File: config.mk
export PLATFORM = sky130hd
export DESIGN_NAME = rcr_fifo
export DESIGN_NICKNAME = d
export VERILOG_FILES = /design/src/hdl/rcr_pkg.sv /design/src/hdl/rcr_fifo.sv
export SDC_FILE = /design/constraint.sdc
export NUM_CORES = 1
export LEC_CHECK = 0
export ABC_AREA = 1
export ABC_CLOCK_PERIOD_IN_PS = 6700
export BUFFER_PORTS_ARGS = -buffer_cell sky130_fd_sc_hd__buf_4
export CAP_MARGIN = 10
export CELL_PAD_IN_SITES_DETAIL_PLACEMENT = 1
export CELL_PAD_IN_SITES_GLOBAL_PLACEMENT = 1
export CORE_MARGIN = 4
export CORE_UTILIZATION = 46
export CTS_BUF_LIST = sky130_fd_sc_hd__clkbuf_4
export DETAILED_ROUTE_END_ITERATION = 12
export PLACE_DENSITY = 0.88
export SETUP_SLACK_MARGIN = 0.05
export SLEW_MARGIN = 20
export SYNTH_ARGS = -nofsm -noshare
export SYNTH_HDL_FRONTEND = slang
export SYNTH_SLANG_ARGS = --single-unit
File: constraint.sdc
create_clock -name i_clk -period 6.7 [get_ports i_clk]
set_clock_uncertainty 0.05 [all_clocks]
set_input_delay 0.67 -clock i_clk [delete_from_list [all_inputs] [get_ports i_clk]]
set_output_delay 0.67 -clock i_clk [all_outputs]
set_load 0.005 [all_outputs]
File: src/hdl/rcr_pkg.sv
// ---------------------------------------------------------------------------
// rcr_pkg
// Types, constants and shade tables shared by the column renderer.
// ---------------------------------------------------------------------------
package rcr_pkg;

    localparam int POS_W  = 16;
    localparam int ANG_W  = 12;
    localparam int COL_W  = 8;
    localparam int DIR_W  = 16;
    localparam int FOV_W  = 11;
    localparam int STEP_W = 12;
    localparam int DIST_W = 17;
    localparam int CEIL_W = 5;
    localparam int FLR_W  = 6;
    localparam int GLY_W  = 8;
    localparam int IDX_W  = 3;
    localparam int CFG_W  = 64;

    localparam logic [IDX_W-1:0] REG_MAP0 = 3'd0;
    localparam logic [IDX_W-1:0] REG_MAP1 = 3'd1;
    localparam logic [IDX_W-1:0] REG_MAP2 = 3'd2;
    localparam logic [IDX_W-1:0] REG_MAP3 = 3'd3;
    localparam logic [IDX_W-1:0] REG_FOV  = 3'd4;
    localparam logic [IDX_W-1:0] REG_STEP = 3'd5;
    localparam logic [IDX_W-1:0] REG_MAXD = 3'd6;

    localparam logic [31:0] K1 = 32'd1686629713;
    localparam logic [31:0] K3 = 32'd693598668;
    localparam logic [31:0] K5 = 32'd85569306;
    localparam logic [31:0] K7 = 32'd5026995;
    localparam logic [31:0] K9 = 32'd172272;

    typedef struct packed {
        logic [255:0]        map;
        logic [FOV_W-1:0]    fov;
        logic [STEP_W-1:0]   step;
        logic [DIST_W-1:0]   maxd;
    } t_cfg;

    typedef struct packed {
        logic [POS_W-1:0]        px;
        logic [POS_W-1:0]        py;
        logic signed [DIR_W-1:0] ex;
        logic signed [DIR_W-1:0] ey;
    } t_job;

    function automatic logic [GLY_W-1:0] wall_shade(input logic [3:0] idx);
        case (idx)
            4'd0:    wall_shade = 8'h24;
            4'd1:    wall_shade = 8'h40;
            4'd2:    wall_shade = 8'h25;
            4'd3:    wall_shade = 8'h4F;
            4'd4:    wall_shade = 8'h50;
            4'd5:    wall_shade = 8'h6F;
            4'd6:    wall_shade = 8'h63;
            4'd7:    wall_shade = 8'h3A;
            4'd8:    wall_shade = 8'h2E;
            default: wall_shade = 8'h20;
        endcase
    endfunction

    function automatic logic [GLY_W-1:0] floor_shade(input logic [1:0] idx);
        case (idx)
            2'd0:    floor_shade = 8'h27;
            2'd1:    floor_shade = 8'h2E;
            default: floor_shade = 8'h2D;
        endcase
    endfunction

endpackage

File: src/hdl/rcr_fifo.sv
// ---------------------------------------------------------------------------
// rcr_fifo
// Two-entry queue of ray jobs between front and march engine.
// ---------------------------------------------------------------------------
module rcr_fifo (
    input  logic          i_clk,
    input  logic          i_rst_n,
    input  logic          i_push,
    input  rcr_pkg::t_job i_job,
    output logic          o_full,
    input  logic          i_pop,
    output logic          o_empty,
    output rcr_pkg::t_job o_job
);
    import rcr_pkg::*;

    t_job       r_mem [2];
    logic       r_wp, r_rp;
    logic [1:0] r_cnt;

    always_ff @(posedge i_clk) begin
        if (!i_rst_n) begin
            r_wp  <= 1'b0;
            r_rp  <= 1'b0;
            r_cnt <= '0;
        end else begin
            if (i_push) begin
                r_mem[r_wp] <= i_job;
                r_wp        <= ~r_wp;
            end
            if (i_pop) r_rp <= ~r_rp;
            r_cnt <= r_cnt + {1'b0, i_push} - {1'b0, i_pop};
        end
    end

    assign o_full  = (r_cnt == 2'd2);
    assign o_empty = (r_cnt == 2'd0);
    assign o_job   = r_mem[r_rp];

    cnt_a: assert property (@(posedge i_clk) disable iff (!i_rst_n) r_cnt <= 2'd2)
        else $error("queue count overran");
    push_a: assert property (@(posedge i_clk) disable iff (!i_rst_n) i_push |-> !o_full)
        else $error("push into full queue");
    pop_a: assert property (@(posedge i_clk) disable iff (!i_rst_n) i_pop |-> !o_empty)
        else $error("pop from empty queue");
endmodule

==> results.md <==
- Synth Warn #: 0
- Cell Pwr Density: between 200 and 300 mW/mm2
- Final Hold Viols: 0
- Count leader, synth: edfxtp_1
- Mapped Nets: roughly 300
- Worst-path clk slew: roughly 0.11 ns
- Ant diodes: 0
- R2R Setup Slk: about 4.5 ns
- Mux contribution to synthesized area: a little under a fifth
- WP depth: 3
- Number of remaining DRC errors: 0
- Fraction of layout cells with a size suffix above 1: 59.0%
- Port bufs: between 100 and 150
- Area leader, netlist: edfxtp_1
- Final min period: between 3 and 4 ns
- Top-area cell type share of the netlist area: between 70% and 80%
- Maximum vdd drop: between 150 and 200 uV
- Worst r2r src: r_wp
- Slew @ Worst Pin: roughly 0.95 ns
- Initial Util: between 40% and 50%
- Req. time, crit path: between 5 and 6 ns
- Final WL: roughly 9700 um
- Pre-antenna DRT Iters: 5
- Worst R2R Path Depth: 4
- Mapped Area: roughly 0.005 mm2
- Die Y: around 110 um
- Leakage: between 2 and 3 nW
- Reg2reg end: r_mem[0][1]
- Largest net degree at the start of global routing: 52
- Final TNS setup: 0 ns
- Vias in the first global route: 2,868
- Area of the die: 0.0130 mm2
- Max Slew Vio Count: 0
- Final net count: 450
- DR WL/cell: 18.1 um
- Placed cell areas: between 0.006 and 0.007 mm2
- Root Driver: clkbuf_4
- XOR/XNOR Fraction of Synth Area: less than 1%
- Layout filler cell count: 1,012
- Status: finished clean
- Post-CTS setup buffer count: 0
- Io pins: roughly 130
- Rel. slew slack: a little under two fifths
- Worst EP arrival: roughly 2.4 ns
- Number of hold buffers added after cts: 0
- CP endpoint kind: output pin
- Largest family of logic cells by synthesized area: multiplexers
- Layout area overhead: 26.3%
- Crit start category: register
- CP Cell Sequence: buf_4 > mux2_2 > buf_4
- H-Tree Depth: 4
- Hold crit path type: input port to register
- GRT Util Overall: 15.6%
- Post-Syn Instances: around 230
- Final period utilization: between 40% and 50%
- Sequential area share after synthesis: 76.6%
- CTS buffer count: 17
- DR vias: 2,522
- Crit-path slowest cell: buf_4
- Post-cts sizing count: 0
- Post-DP HPWL: approximately 6700 um
- RSZ-0062 raised after global routing: false
- Crit path max-delay family: buffers and inverters
- RePlAce Congestion: 0.698
- Compound-cell area share of the yosys netlist: less than 1%
- Simple-Gate Fraction of Synth Area: roughly 1.1%
- Largest cells by area after synthesis: edfxtp_1 (75%), mux2_4 (17%), buf_12 (2.3%)
- Dominant synthesized flop cell: edfxtp_1
- CP Class: register to output pin
- Placement row count: 38
- Core Footprint: 0.0109 mm2
- Min-delay src: i_job[63]
- CTS tree: yes
- Ys async rst share: 0%
- Setup-failing EPs final: 0
- Fmax: between 0.3 and 0.4 GHz
- Post-DRT Antenna Nets: 0
- Dpl cells: 501
- CP endpoint: o_job[63]
- Vias per cell: around 4.7
- 1st-iter DRT viols: 98
- Deepest clock path buffer count: 2
- Max-Cap Viols: 0
- Max FO, Critical Path: between 50 and 60
- Die X-Extent: 114 um
- Post-synth EDFFs: between 100 and 150
- Yosys reg bits: roughly 130
- Count of different cell masters after synthesis: 14
- Syn avg cell area: 22.3 um2
- CP peak stage delay: around 0.8 ns
- Final Cell Area: 0.00650 mm2
- CTS Sinks: roughly 130
- Initial antenna violation count: 0
- Post-Synth Adder-Cell Area: 0.486%
- Crit path buffers/inverters: 2
- Final std cells w/o fill: ~530
- Insertion delay to the later sink of the worst-skew pair: about 0.50 ns
- Aggregate global routing overflow: 0
- First-pass GRT wire length: 15,000 um
- Critical Path Most Common Cell: buf_4
- Top cells by count, synth: edfxtp_1 (128), mux2_4 (60), inv_1 (8)
## sequential cells by signal (all words and copies together) (netlist names), named ones only
signal	count
r_rp	1
r_mem	128
r_wp	1
r_cnt	2
## layout by cell type (no fill, tap or decap)
master / n
nand2_1: 6
inv_1: 8
a21oi_1: 2
bufinv_16: 2
edfxtp_1: 128
xnor2_1: 1
mux2_2: 4
dfxtp_1: 4
ha_1: 2
clkbuf_4: 20
clkinv_4: 1
clkinv_2: 3
mux2_4: 60
nor3_2: 1
nand3_1: 1
buf_4: 137
dfxtp_4: 1
nor2_1: 5
nor2_4: 1
clkinvlp_4: 2
clkinv_1: 4
## cells by family after synthesis
logic type | Yosys count
buffers and inverters | 15
AOI/OAI and AO/OA | 2
and+or+nand+nor | 14
DFF | 133
muxes | 64
adders and majority gates | 2
xor gates and xnor gates | 1
## per-layer routing
metal,GRT usage (%),up-vias,part of all wire [%]
met5,0,-,0
met4,6.18,0,1.3
met3,5.73,11,7.5
met2,26.5,94,52
met1,18.0,1223,39
li1,-,1194,-
## area by class of cell
cell class | count | area, um2 | share of cell area (%)
inverters | 8 | 30.0 | 0.462
repair buffers | 137 | 1030 | 15.8
clock inverters | 12 | 114 | 1.75
clock buffers | 20 | 150 | 2.31
well taps | 140 | 175 | 2.69
multi-input cells | 83 | 1060 | 16.3
flip-flops and latches | 133 | 3950 | 60.7
## per-stage QoR
step / utilization (%) / hold slack [ns] / power [mW] / setup slack, ns
after CTS: 59.7 / 0.242 / 1.68 / 3.49
final: 59.7 / 0.293 / 1.66 / 3.56
after floorplan: - / 0.393 / 1.09 / 1.00
after detailed placement: 57.3 / 0.455 / 1.19 / 4.07
after global placement: 57.3 / 0.400 / 1.18 / 4.13
after global routing: 59.7 / 0.220 / 1.74 / 3.41
## how the worst min path moves through the flow
stage,endpoint,slack [ns],cells after the start
2_1_floorplan,r_wp,0.39,2
3_3_place_gp,r_wp,0.40,2
3_5_place_dp,r_wp,0.46,2
4_1_cts,r_mem[1][9],0.24,1
5_1_grt,r_mem[0][9],0.22,1
6_report,r_mem[1][63],0.29,1
## power by group
part / total, mW / switching, mW / leakage [nW] / internal [mW]
clock network: 0.495 / 0.267 / 0.143 / 0.227
logic: 0.206 / 0.0792 / 1.21 / 0.127
registers: 0.957 / 0.0130 / 1.22 / 0.944
Power figures use the tool's default switching activity.
