`src/hdl/rcr_pkg.sv`:
```
// ---------------------------------------------------------------------------
// rcr_pkg
// Types, constants and shade tables shared by the column renderer.
// ---------------------------------------------------------------------------
package rcr_pkg;

    localparam int POS_W  = 16;
    localparam int ANG_W  = 12;
    localparam int COL_W  = 8;
    localparam int DIR_W  = 16;
    localparam int FOV_W  = 11;
    localparam int STEP_W = 12;
    localparam int DIST_W = 17;
    localparam int CEIL_W = 5;
    localparam int FLR_W  = 6;
    localparam int GLY_W  = 8;
    localparam int IDX_W  = 3;
    localparam int CFG_W  = 64;

    localparam logic [IDX_W-1:0] REG_MAP0 = 3'd0;
    localparam logic [IDX_W-1:0] REG_MAP1 = 3'd1;
    localparam logic [IDX_W-1:0] REG_MAP2 = 3'd2;
    localparam logic [IDX_W-1:0] REG_MAP3 = 3'd3;
    localparam logic [IDX_W-1:0] REG_FOV  = 3'd4;
    localparam logic [IDX_W-1:0] REG_STEP = 3'd5;
    localparam logic [IDX_W-1:0] REG_MAXD = 3'd6;

    localparam logic [31:0] K1 = 32'd1686629713;
    localparam logic [31:0] K3 = 32'd693598668;
    localparam logic [31:0] K5 = 32'd85569306;
    localparam logic [31:0] K7 = 32'd5026995;
    localparam logic [31:0] K9 = 32'd172272;

    typedef struct packed {
        logic [255:0]        map;
        logic [FOV_W-1:0]    fov;
        logic [STEP_W-1:0]   step;
        logic [DIST_W-1:0]   maxd;
    } t_cfg;

    typedef struct packed {
        logic [POS_W-1:0]        px;
        logic [POS_W-1:0]        py;
        logic signed [DIR_W-1:0] ex;
        logic signed [DIR_W-1:0] ey;
    } t_job;

    function automatic logic [GLY_W-1:0] wall_shade(input logic [3:0] idx);
        case (idx)
            4'd0:    wall_shade = 8'h24;
            4'd1:    wall_shade = 8'h40;
            4'd2:    wall_shade = 8'h25;
            4'd3:    wall_shade = 8'h4F;
            4'd4:    wall_shade = 8'h50;
            4'd5:    wall_shade = 8'h6F;
            4'd6:    wall_shade = 8'h63;
            4'd7:    wall_shade = 8'h3A;
            4'd8:    wall_shade = 8'h2E;
            default: wall_shade = 8'h20;
        endcase
    endfunction

    function automatic logic [GLY_W-1:0] floor_shade(input logic [1:0] idx);
        case (idx)
            2'd0:    floor_shade = 8'h27;
            2'd1:    floor_shade = 8'h2E;
            default: floor_shade = 8'h2D;
        endcase
    endfunction

endpackage

```
`src/hdl/rcr_march.sv`:
```
// ---------------------------------------------------------------------------
// rcr_march
// Marches one ray a step per cycle, then divides out rows and shade levels.
// ---------------------------------------------------------------------------
module rcr_march #(
    parameter int VIEW_ROWS = 45,
    parameter int MAP_SIZE  = 16
) (
    input  logic                         i_clk,
    input  logic                         i_rst_n,
    input  rcr_pkg::t_cfg                i_cfg,
    input  logic                         i_empty,
    input  rcr_pkg::t_job                i_job,
    output logic                         o_pop,
    output logic                         o_valid,
    input  logic                         i_ready,
    output logic [rcr_pkg::CEIL_W-1:0]   o_ceiling_row,
    output logic [rcr_pkg::FLR_W-1:0]    o_floor_row,
    output logic [rcr_pkg::GLY_W-1:0]    o_wall_glyph,
    output logic [rcr_pkg::GLY_W-1:0]    o_floor_glyph,
    output logic [rcr_pkg::DIST_W-1:0]   o_distance
);
    import rcr_pkg::*;

    localparam int Q_W = $clog2(VIEW_ROWS + 1);
    localparam int N_W = 28;

    typedef enum logic [4:0] {
        B_IDLE  = 5'b00001,
        B_INIT  = 5'b00010,
        B_MARCH = 5'b00100,
        B_DIV   = 5'b01000,
        B_OUT   = 5'b10000
    } t_bstate;

    t_bstate              r_state;
    t_job                 r_job;
    logic [STEP_W-1:0]    r_step;
    logic [17:0]          r_d;
    logic signed [35:0]   r_ax, r_ay, r_sx, r_sy;
    logic [N_W-1:0]       r_num, r_den;
    logic [Q_W-1:0]       r_q, r_cap, r_ceil;
    logic [1:0]           r_which;
    logic [3:0]           r_wi;
    logic [1:0]           r_fi;
    logic                 r_valid;

    logic signed [28:0]   mx, my;
    logic                 outside, wall, stop;
    logic [8:0]           cx, cy;
    logic [17:0]          dn;

    assign mx = r_job.ex * $signed({1'b0, r_step});
    assign my = r_job.ey * $signed({1'b0, r_step});
    assign cx = r_ax[34:26];
    assign cy = r_ay[34:26];
    assign outside = r_ax[35] || r_ay[35] || cx >= 9'(MAP_SIZE) || cy >= 9'(MAP_SIZE);
    assign wall    = i_cfg.map[{cy[3:0], cx[3:0]}];
    assign dn      = outside ? {1'b0, i_cfg.maxd} : r_d;
    assign stop    = outside || wall || (r_d > {1'b0, i_cfg.maxd});

    always_ff @(posedge i_clk) begin
        if (!i_rst_n) begin
            r_state <= B_IDLE;
            r_valid <= 1'b0;
        end else begin
            if (r_state == B_OUT && (!r_valid || i_ready)) r_valid <= 1'b1;
            else if (r_valid && i_ready) r_valid <= 1'b0;
            unique case (r_state)
                B_IDLE: begin
                    if (!i_empty) begin
                        r_job   <= i_job;
                        r_step  <= (i_cfg.step == '0) ? STEP_W'(1) : i_cfg.step;
                        r_state <= B_INIT;
                    end
                end
                B_INIT: begin
                    r_sx    <= 36'(mx);
                    r_sy    <= 36'(my);
                    r_ax    <= $signed({6'd0, r_job.px, 14'd0}) + 36'(mx);
                    r_ay    <= $signed({6'd0, r_job.py, 14'd0}) + 36'(my);
                    r_d     <= 18'(r_step);
                    r_state <= B_MARCH;
                end
                B_MARCH: begin
                    if (stop) begin
                        r_d     <= dn;
                        // short distance: ceiling pinned to row 0
                        r_num   <= (dn <= 18'd8192) ? '0 :
                                   N_W'(dn - 18'd8192) * N_W'(VIEW_ROWS);
                        r_den   <= N_W'({dn, 1'b0});
                        r_cap   <= (dn <= 18'd8192) ? '0 : Q_W'(VIEW_ROWS);
                        r_q     <= '0;
                        r_which <= 2'd0;
                        r_state <= B_DIV;
                    end else begin
                        r_d  <= r_d + 18'(r_step);
                        r_ax <= r_ax + r_sx;
                        r_ay <= r_ay + r_sy;
                    end
                end
                B_DIV: begin
                    // repeated subtraction, capped at the clamp level
                    if (r_num >= r_den && r_q != r_cap) begin
                        r_num <= r_num - r_den;
                        r_q   <= r_q + Q_W'(1);
                    end else begin
                        r_q <= '0;
                        case (r_which)
                            2'd0: begin
                                r_ceil  <= r_q;
                                r_num   <= N_W'(r_d) * N_W'(10);
                                r_den   <= N_W'(i_cfg.maxd);
                                r_cap   <= Q_W'(9);
                                r_which <= 2'd1;
                            end
                            2'd1: begin
                                r_wi    <= r_q[3:0];
                                r_num   <= N_W'(r_d) * N_W'(3);
                                r_cap   <= Q_W'(2);
                                r_which <= 2'd2;
                            end
                            default: begin
                                r_fi    <= r_q[1:0];
                                r_state <= B_OUT;
                            end
                        endcase
                    end
                end
                B_OUT: begin
                    if (!r_valid || i_ready) begin
                        o_ceiling_row <= r_ceil[CEIL_W-1:0];
                        o_floor_row   <= FLR_W'(10'(VIEW_ROWS) - 10'(r_ceil));
                        o_wall_glyph  <= wall_shade(r_wi);
                        o_floor_glyph <= floor_shade(r_fi);
                        o_distance    <= r_d[17] ? {DIST_W{1'b1}} : r_d[DIST_W-1:0];
                        r_state       <= B_IDLE;
                    end
                end
                default: r_state <= B_IDLE;
            endcase
        end
    end

    assign o_pop   = (r_state == B_IDLE) && !i_empty;
    assign o_valid = r_valid;

    march_d_a: assert property (@(posedge i_clk) disable iff (!i_rst_n)
        (r_state == B_MARCH) |-> (r_d != '0))
        else $error("march with zero distance");
    div_cap_a: assert property (@(posedge i_clk) disable iff (!i_rst_n)
        (r_state == B_DIV) |-> (r_q <= r_cap))
        else $error("quotient passed its clamp");
    out_a: assert property (@(posedge i_clk) disable iff (!i_rst_n)
        (r_state == B_OUT && (!r_valid || i_ready)) |=> (r_valid && r_state == B_IDLE))
        else $error("result not issued");
endmodule

```
`config.mk`:
```
export PLATFORM = sky130hd
export DESIGN_NAME = rcr_march
export DESIGN_NICKNAME = d
export VERILOG_FILES = /design/src/hdl/rcr_pkg.sv /design/src/hdl/rcr_march.sv
export SDC_FILE = /design/constraint.sdc
export NUM_CORES = 2
export LEC_CHECK = 0
export ABC_CLOCK_PERIOD_IN_PS = 16000
export BUFFER_PORTS_ARGS = -buffer_cell sky130_fd_sc_hd__buf_4
export CAP_MARGIN = 20
export CORE_MARGIN = 3
export CORE_UTILIZATION = 45
export CTS_BUF_LIST = sky130_fd_sc_hd__clkbuf_8
export DETAILED_ROUTE_END_ITERATION = 8
export MAX_ROUTING_LAYER = met4
export PLACE_DENSITY_LB_ADDON = 0.25
export SKIP_LAST_GASP = 1
export SLEW_MARGIN = 20
export SYNTH_ARGS = -nofsm -noshare
export SYNTH_HDL_FRONTEND = slang
export SYNTH_SLANG_ARGS = --single-unit
```
`constraint.sdc`:
```
create_clock -name i_clk -period 16 [get_ports i_clk]
set_input_delay 4.8 -clock i_clk [delete_from_list [all_inputs] [get_ports i_clk]]
set_output_delay 4.8 -clock i_clk [all_outputs]
set_load 0.05 [all_outputs]
```
==> out/qor.yml <==
hold_buffers: 0
portBuffers: 392
grt_use_total: 0.2452
crit_fanout: 3
status: "finished clean"
synth_top_family_by_area: "adder cells"
required_ps: 11200
synth.mux.area_fraction: 0.04407
dieArea_um2: 93660
clk_pin_slew_ps: 60
ys_ff_latch: 336
max-slew-margin-rel: 0.2869
synth_edf_count: 330
wl_per_cell_um: 19.36
start_util: 0.4563
grt_pass1_wl_mm: 175.1
die_w_um: 306.0
drt_wl_total_mm: 111.7
synthAdderAreaFrac: 0.3239
clkLatencyLatePin_ps: 720
avgSynthCellArea_um2: 9.632
core.rowCount: 109
synthXorXnorAreaFrac: 0.04994
antenna_found_initial: 6
post-cts-setup-buffers: 0
pin_count: 410
grt_pass1_vias: 31610
stdcell_count: 5770
maxCapViolCount: 0
worstSetupEndpointType: "output pin"
synthesis.instances: 4206
fin_crit_sh: 0.6434
synth.lib_cells_used.distinct: 77
utilization: 0.5179
worst_hold_path_type: "reg2reg"
worst-endpoint-arrival_ps: 5490
start_kind: "input port"
gr-total-overflow: 0
final_cell_mix: "inv_1, buf_4, ha_1"
place_congestion: 0.9456
synth_compound_gate_area_share: 0.1222
fp.coreArea_um2: 88780
yosys.area_share.simple: 0.1288
vias: 31105
seq_area_frac_synth: 0.2476
setup_tns_ps: 0
finalHoldViolations: 0
drt_drc_violations_left: 0
place_inst: 5645
clock-sinks: 336
cts-root-buf: "clkbuf_8"
via_per_inst: 5.391
setup_viol: 0
worstMarginPinSlew_ps: 1067
skew_ps: 70.03
ant_nets: 0
async_flop_share: 0
drv_slew: 0
cts-htree-levels: 3
cts_buffer_depth: 3
numCtsBuffers: 68
fin_nets: 5725
period_minus_slack_ps: 10290
max_clock_freq_mhz: 97.14
layout-drive-gt1-share: 0.1413
dp_hpwl_mm: 87.13
syn_to_final_growth_pct: 13.51
detail_route.iter0.violations: 1992
rsz0062_at_grt: "no"
grt_max_degree: 67
cts_tree: "built"
netlist_area_um2: 40510
dr.pass1.iters: 6
final_common_cell: "inv_1"
critPathKind: "in2out"
ctsResizeCount: 0
fp.dieH_um: 306.0
ys_warn_count: 0
ys.flop_type: "edfxtp_1"
sequential cells by signal, indices dropped and copies added, names as in the netlist, 18 cells and up:
signal / cells
r_ay: 36
r_d: 18
r_ax: 36
r_sx: 29
r_sy: 29
r_den: 19
r_job: 64
r_num: 28
critical path, stage by stage:
cell	delay, ps
buf_4	110
nor3_1	310
buf_4	270
per-stage QoR:
step	cell area, um2	hold slack, ps	worst slack (ps)
6_report	45980	453.6	5706
5_1_grt	45980	480.2	5676
4_1_cts	45950	456.9	5699
3_5_place_dp	44580	438.5	5449
3_3_place_gp	44580	432.1	5529
2_1_floorplan	40530	426.4	2774
final cells by class:
type                    count  area [um2]
repair buffers            432        3263
flip-flops and latches    336       10030
clock buffers              68       935.9
inverters                 713        2676
multi-input cells        3000       27180
fillers                  8216       42800
well taps                1165        1458
diodes                      4       10.01
clock inverters            52       430.4
path summary, 6_finish.rpt:
check                                        startpoint                          to  slack, ps  cells past startpoint
worst max-delay path                            i_empty                       o_pop       5710                      3
worst min-delay path                r_ceil[0]$_DFFE_PP_  o_ceiling_row[0]$_DFFE_PP_        450                      0
worst max register to register  r_step[2]$_SDFFCE_PN0P_          r_ay[35]$_DFFE_PP_       7060                     29
worst min register to register      r_ceil[0]$_DFFE_PP_  o_ceiling_row[0]$_DFFE_PP_        450                      0
cell usage after synthesis, drive strengths merged (9+ instances only):
cell type	count	area (um2)
a21o	83	623.1
mux4	66	1486
o31ai	11	82.58
or3	20	125.1
o211ai	14	105.1
xnor2	153	1340
ha	412	5155
inv	711	2669
a41oi	9	78.83
nor3	57	285.3
nand2	368	1381
o21ai	172	860.8
a211oi	24	180.2
edfxtp	330	9910
a22oi	28	210.2
a21oi	236	1181
nand4	21	131.4
a31oi	20	125.1
and2	201	1257
clkbuf	125	470.5
nor2	206	780.8
o21a	47	352.8
fa	398	7968
o22ai	19	118.9
nand2b	32	200.2
nor4	14	87.58
o21bai	23	172.7
nand3	48	240.2
xor2	78	683.2
or2	28	175.2
a211o	14	122.6
nor2b	42	262.8
and3	22	137.6
mux2i	22	220.2
buf	36	227.7
logic make-up (layout without fill, tap and decap cells):
kind of cell,after synthesis,in the layout
AND/OR/NAND/NOR,1077,1077
buffers and inverters,874,1265
adder cells (fa/ha/maj),810,810
AO/OA/AOI/OAI,781,781
flip-flops,336,336
XOR/XNOR,231,231
multiplexers,95,95
other,2,10
metal layers:
| layer | wire (um) | up-vias | global-route usage |
|---|---|---|---|
| met5 | 0 | - | - |
| met4 | 3459 | 0 | 0.08073 |
| met3 | 6652 | 170 | 0.03530 |
| met2 | 53100 | 918 | 0.4058 |
| met1 | 48490 | 15160 | 0.3107 |
| li1 | - | 14857 | - |
Power is left out: the tool's default activity adds up to more than one toggle a clock period on the data nets, which glitch-free logic cannot reach.
