--- src/hdl/rcr_pkg.sv ---
// ---------------------------------------------------------------------------
// rcr_pkg
// Types, constants and shade tables shared by the column renderer.
// ---------------------------------------------------------------------------
package rcr_pkg;

    localparam int POS_W  = 16;
    localparam int ANG_W  = 12;
    localparam int COL_W  = 8;
    localparam int DIR_W  = 16;
    localparam int FOV_W  = 11;
    localparam int STEP_W = 12;
    localparam int DIST_W = 17;
    localparam int CEIL_W = 5;
    localparam int FLR_W  = 6;
    localparam int GLY_W  = 8;
    localparam int IDX_W  = 3;
    localparam int CFG_W  = 64;

    localparam logic [IDX_W-1:0] REG_MAP0 = 3'd0;
    localparam logic [IDX_W-1:0] REG_MAP1 = 3'd1;
    localparam logic [IDX_W-1:0] REG_MAP2 = 3'd2;
    localparam logic [IDX_W-1:0] REG_MAP3 = 3'd3;
    localparam logic [IDX_W-1:0] REG_FOV  = 3'd4;
    localparam logic [IDX_W-1:0] REG_STEP = 3'd5;
    localparam logic [IDX_W-1:0] REG_MAXD = 3'd6;

    localparam logic [31:0] K1 = 32'd1686629713;
    localparam logic [31:0] K3 = 32'd693598668;
    localparam logic [31:0] K5 = 32'd85569306;
    localparam logic [31:0] K7 = 32'd5026995;
    localparam logic [31:0] K9 = 32'd172272;

    typedef struct packed {
        logic [255:0]        map;
        logic [FOV_W-1:0]    fov;
        logic [STEP_W-1:0]   step;
        logic [DIST_W-1:0]   maxd;
    } t_cfg;

    typedef struct packed {
        logic [POS_W-1:0]        px;
        logic [POS_W-1:0]        py;
        logic signed [DIR_W-1:0] ex;
        logic signed [DIR_W-1:0] ey;
    } t_job;

    function automatic logic [GLY_W-1:0] wall_shade(input logic [3:0] idx);
        case (idx)
            4'd0:    wall_shade = 8'h24;
            4'd1:    wall_shade = 8'h40;
            4'd2:    wall_shade = 8'h25;
            4'd3:    wall_shade = 8'h4F;
            4'd4:    wall_shade = 8'h50;
            4'd5:    wall_shade = 8'h6F;
            4'd6:    wall_shade = 8'h63;
            4'd7:    wall_shade = 8'h3A;
            4'd8:    wall_shade = 8'h2E;
            default: wall_shade = 8'h20;
        endcase
    endfunction

    function automatic logic [GLY_W-1:0] floor_shade(input logic [1:0] idx);
        case (idx)
            2'd0:    floor_shade = 8'h27;
            2'd1:    floor_shade = 8'h2E;
            default: floor_shade = 8'h2D;
        endcase
    endfunction

endpackage

--- src/hdl/rcr_front.sv ---
// ---------------------------------------------------------------------------
// rcr_front
// Takes a column request, forms the ray angle and its sine and cosine.
// ---------------------------------------------------------------------------
module rcr_front #(
    parameter int VIEW_COLS = 160
) (
    input  logic                        i_clk,
    input  logic                        i_rst_n,
    input  logic                        i_valid,
    output logic                        o_ready,
    input  logic [rcr_pkg::POS_W-1:0]   i_player_x,
    input  logic [rcr_pkg::POS_W-1:0]   i_player_y,
    input  logic [rcr_pkg::ANG_W-1:0]   i_heading,
    input  logic [rcr_pkg::COL_W-1:0]   i_column,
    input  logic [rcr_pkg::FOV_W-1:0]   i_fov,
    output logic                        o_push,
    input  logic                        i_full,
    output rcr_pkg::t_job               o_job
);
    import rcr_pkg::*;

    localparam int NUM_W  = COL_W + FOV_W;
    localparam int SHR    = NUM_W + $clog2(VIEW_COLS);
    localparam int RCP_W  = NUM_W + 1;
    localparam int PROD_W = NUM_W + RCP_W + ANG_W;
    localparam longint unsigned RECIP_L =
        ((64'd1 << SHR) + 64'(VIEW_COLS) - 64'd1) / 64'(VIEW_COLS);
    localparam logic [RCP_W-1:0] RECIP = RCP_W'(RECIP_L);

    typedef enum logic [3:0] {
        F_IDLE = 4'b0001,
        F_DIV  = 4'b0010,
        F_SIN  = 4'b0100,
        F_PUSH = 4'b1000
    } t_fstate;

    t_fstate             r_state;
    logic [NUM_W-1:0]    r_num;
    logic [3:0]          r_sc;
    logic                r_which;
    logic [ANG_W-1:0]    r_head;
    logic [ANG_W-1:0]    r_ang;
    logic [30:0]         r_t2;
    logic [31:0]         r_p;
    logic [63:0]         r_prod;
    t_job                r_job;

    logic [PROD_W-1:0]   quo_prod;
    logic [ANG_W-1:0]    sin_ang;
    logic [10:0]         sin_i;
    logic [31:0]         mul_a, mul_b;
    logic [31:0]         kc;
    logic [63:0]         rnd;
    logic [15:0]         mag;
    logic signed [DIR_W-1:0] sval;

    assign quo_prod = PROD_W'(r_num) * PROD_W'(RECIP);
    assign sin_ang = r_which ? (r_ang + 12'd1024) : r_ang;
    assign sin_i   = sin_ang[10] ? (11'd1024 - {1'b0, sin_ang[9:0]}) : {1'b0, sin_ang[9:0]};
    assign mul_a   = (r_sc == 4'd0 || r_sc == 4'd10) ? {21'd0, sin_i} : {1'b0, r_t2};
    assign mul_b   = (r_sc == 4'd0) ? {21'd0, sin_i} : r_p;

    always_comb begin
        case (r_sc)
            4'd3:    kc = K7;
            4'd5:    kc = K5;
            4'd7:    kc = K3;
            default: kc = K1;
        endcase
    end

    assign rnd  = r_prod + 64'd33554432;
    assign mag  = (rnd[41:26] > 16'd16384) ? 16'd16384 : rnd[41:26];
    assign sval = sin_ang[11] ? -$signed(mag) : $signed(mag);

    always_ff @(posedge i_clk) begin
        if (!i_rst_n) begin
            r_state <= F_IDLE;
        end else begin
            unique case (r_state)
                F_IDLE: begin
                    if (i_valid) begin
                        r_job.px <= i_player_x;
                        r_job.py <= i_player_y;
                        r_head   <= i_heading - ANG_W'(i_fov[FOV_W-1:1]);
                        r_num    <= NUM_W'(i_column) * NUM_W'(i_fov);
                        r_state  <= F_DIV;
                    end
                end
                F_DIV: begin
                    // divide by the screen width as a reciprocal multiply
                    r_ang   <= r_head + quo_prod[SHR +: ANG_W];
                    r_sc    <= '0;
                    r_which <= 1'b0;
                    r_state <= F_SIN;
                end
                F_SIN: begin
                    r_sc <= r_sc + 4'd1;
                    case (r_sc) inside
                        4'd1: begin
                            r_t2 <= {r_prod[20:0], 10'd0};
                            r_p  <= K9;
                        end
                        4'd3, 4'd5, 4'd7, 4'd9: r_p <= kc - r_prod[61:30];
                        4'd11: begin
                            r_sc <= '0;
                            if (r_which) begin
                                r_job.ey <= sval;
                                r_state  <= F_PUSH;
                            end else begin
                                r_job.ex <= sval;
                                r_which  <= 1'b1;
                            end
                        end
                        default: r_prod <= mul_a * mul_b;
                    endcase
                end
                F_PUSH: begin
                    if (!i_full) r_state <= F_IDLE;
                end
                default: r_state <= F_IDLE;
            endcase
        end
    end

    assign o_ready = (r_state == F_IDLE);
    assign o_push  = (r_state == F_PUSH) && !i_full;
    assign o_job   = r_job;

    sin_cap_a: assert property (@(posedge i_clk) disable iff (!i_rst_n)
        (r_state == F_SIN && r_sc == 4'd11) |-> (mag <= 16'd16384))
        else $error("sine magnitude above one");
    sin_seq_a: assert property (@(posedge i_clk) disable iff (!i_rst_n)
        (r_state == F_SIN) |-> (r_sc <= 4'd11))
        else $error("sine step counter overran");
    push_a: assert property (@(posedge i_clk) disable iff (!i_rst_n)
        o_push |=> (r_state == F_IDLE))
        else $error("front did not return to idle after push");
endmodule

--- config.mk ---
export PLATFORM = sky130hd
export DESIGN_NAME = rcr_front
export DESIGN_NICKNAME = d
export VERILOG_FILES = /design/src/hdl/rcr_pkg.sv /design/src/hdl/rcr_front.sv
export SDC_FILE = /design/constraint.sdc
export NUM_CORES = 2
export LEC_CHECK = 0
export BUFFER_PORTS_ARGS = -buffer_cell sky130_fd_sc_hd__buf_2
export CELL_PAD_IN_SITES_DETAIL_PLACEMENT = 1
export CELL_PAD_IN_SITES_GLOBAL_PLACEMENT = 2
export CORE_MARGIN = 2
export CORE_UTILIZATION = 39
export DETAILED_ROUTE_END_ITERATION = 12
export PLACE_DENSITY = 0.85
export REMOVE_ABC_BUFFERS = 1
export SETUP_SLACK_MARGIN = 0.02
export SLEW_MARGIN = 20
export SYNTH_ARGS = -nofsm -noshare
export SYNTH_HDL_FRONTEND = slang
export SYNTH_SLANG_ARGS = --single-unit
--- constraint.sdc ---
create_clock -name i_clk -period 9.6 [get_ports i_clk]
set_clock_uncertainty 0.15 [all_clocks]
set_input_delay 0 -clock i_clk [delete_from_list [all_inputs] [get_ports i_clk]]
set_output_delay 0 -clock i_clk [all_outputs]
set_load 0.03 [all_outputs]
==> key figures <==
Worst setup path
  – Most used cell, CP: fa_1
  – Reg2reg end: r_prod[60]
  – Critical Path AT: 9.41 ns
  – Max stage delay on crit path: 0.61 ns
  – Crit Path Category: flop to flop
  – Worst setup SP type: flop
  – Slowest CP cell: fa_1
  – Crit. End Element: flop
  – Reg-to-Reg Start: r_sc[1]
  – FF-to-FF path depth: 30
  – Critical Path RT: 9.75 ns
  – Critical Path Fanout Max: 9
  – Internal reg-to-reg setup slack: 0.34 ns

Synth
  – Count leader, synth: inv_1
  – Share of the synthesized area in the top cell type: 41.1%
  – Syn Area/Cell: 9.39 sq um
  – Post-Syn Area: 0.0498 sq mm
  – Post-synthesis cell type count: 78
  – Leading area contributor after synthesis: fa_1
  – Async S/R FF share, synth: 0%
  – EDFF count, synth: 223
  – Main flop type after synthesis: edfxtp_1
  – #FFs+latches synth: 227
  – Syn. warnings: 0
  – Post-synth top cells: 1117 x inv_1, 1021 x fa_1, 736 x nand2_1, 482 x ha_1, 423 x nor2_1
  – Register area share after synthesis: 13.6%
  – Area contributors post-synth: fa_1 41%, edfxtp_1 13%, ha_1 12%
  – Synth Instances: 5302

Floorplan
  – Chip Height: 361 um
  – Full die area: 0.130 sq mm
  – Initial core utilization: 39.2%
  – Die width: 361 um
  – Std cell rows: 131
  – Core Box Area: 0.127 sq mm
  – Top-Level Pins: 133

Clock tree
  – Sink Count: 227
  – Clock Latency Late Sink: 0.56 ns
  – Clk root buf: clkbuf_16
  – Clock Path Buffers: 3
  – CTS tree: done
  – Total CTS buffers: 24
  – H-tree Lvls: 1
  – Clock slew at reported path FFs: 0.07 ns

Flow run
  – Max Cap Violations: 0

Status
  – Outcome: completed

Detailed routing
  – Violation count after the first detailed-route iteration: 2140
  – ANT nets after route: 0
  – WL per Instance: 23.3 um
  – Pre-antenna DRT Iters: 5
  – Routed via count: 38203
  – Routed vias/inst: 5.28
  – Post-route DRC: 0
  – Final WL: 169 mm

Min path
  – Hold path startpoint: i_player_y[13]
  – Hold WC Path Type: input pin to flop
  – Worst hold stages: 2
  – Hold Path End: o_job[45]

Layout
  – Fillcell total: 14499
  – Final std cells w/o fill: 7234
  – Layout area overhead: 11.5%
  – Share of layout cells above drive strength 1: 8.24%
  – Fin nets: 7126

Global routing
  – Vias in the first global route: 43256
  – Initial antenna violation count: 6
  – Largest net degree at the start of global routing: 80
  – GRT overflow: 0
  – Total track usage: 26.3%
  – First-pass GRT wire length: 262 mm

Timing
  – Max-slew violation count: 0
  – Final count of hold timing violations: 0
  – Rel. slew slack: 29.7%
  – RSZ-0062 raised after global routing: true
  – Fin crit period: 9.26 ns
  – Slew @ Worst Pin: 1.05 ns
  – Fmax: 0.108 GHz
  – Period utilisation layout: 96.5%
  – Hold WS: 0.00640 ns
  – Setup violators final: 0

Placement
  – Port Buf Inserts: 132
  – DP Cell Count: 7087
  – Final HPWL DP: 140 mm
  – Routability cong.: 0.945
[cells by family after synthesis]
group,share of synthesized area (%)
DFF,13.6
adders and majority gates,53.2
muxes,0.226
xor gates and xnor gates,2.73
and+or+nand+nor,14.6
buffers and inverters,10.2
AOI/OAI and AO/OA,5.47
[layer usage]
metal  up-vias  share of wire (%)  track usage (%)
met5         -              0.028                0
met4         6                3.6             7.78
met3       240                6.1             3.76
met2      1059                 48             44.3
met1     20128                 42             35.1
li1      16770                  -                -
[worst max-delay path by stage]
stage | cells past startpoint | slack, ns | start | to
floorplan | 29 | -0.72 | r_sc[0] | r_prod[60]
global route | 27 | 0.01 | r_ang[10] | r_prod[60]
detailed placement | 30 | -0.16 | r_ang[0] | r_prod[60]
global placement | 29 | 0.04 | r_which | r_prod[60]
CTS | 28 | 0.09 | r_sc[1] | r_prod[61]
finish | 30 | 0.34 | r_sc[1] | r_prod[60]
[cells in the final DEF (no fill, tap or decap), types with 97 or more instances in the layout]
master and count:
inv_1 1117, xnor2_1 103, dlygate4sd3_1 97, a21oi_1 126, nand2_1 735, nor2_1 413, ha_1 478, buf_2 132
fa_1 1021, edfxtp_1 223, and3_1 171, buf_4 203
[sequential cells by signal, summed over array words and instances, names as in the netlist]
name / cells
r_prod: 58
r_p: 32
o_job: 64
r_num: 19
r_t2: 21
r_sc: 4
r_ang: 12
r_which: 1
r_state: 4
r_head: 12
[critical path: cells and delay by family, from the launching register on]
family / cells / cell delay (ns)
simple gates: 8 / 1.88
flops: 1 / 0.44
buf+inv: 7 / 0.93
fa+ha+maj: 10 / 4.73
compound gates: 4 / 0.77
mux: 1 / 0.10
[layout make-up]
cell class / instances / area [sq um] / share of cell area, %
Multi-Input combinational cell: 3731 / 38100 / 68.7
Sequential cell: 227 / 6780 / 12.2
Inverter: 1117 / 4190 / 7.56
Timing Repair Buffer: 455 / 3600 / 6.49
Tap cell: 1662 / 2080 / 3.75
Clock buffer: 32 / 641 / 1.15
Clock inverter: 9 / 83.8 / 0.151
Antenna cell: 1 / 2.50 / 0.00451
[through the flow]
step                worst slack (ns)  setup TNS (ns)  utilization (%)  cell area, sq um
global placement              0.0352               0             42.2             53600
CTS                           0.0873               0             43.5             55300
detailed placement            -0.158          -0.158             42.2             53600
global route                  0.0147               0             43.7             55500
floorplan                     -0.719           -4.95                -             48900
finish                         0.337               0             43.7             55500
[timing repair]
| item | CTS | global route |
|---|---|---|
| endpoints found under the setup margin | 2 | 19 |
| setup buffers | 0 | 7 |
| endpoints found under the hold margin | 51 | 0 |
| pin swaps | 1 | 6 |
| hold buffers | 97 | 0 |
| gates cloned | 0 | 1 |
| resized for setup | 4 | 39 |
Power is not shown: default switching activity piles up to over one toggle a cycle in this logic, so the estimate is an artifact.
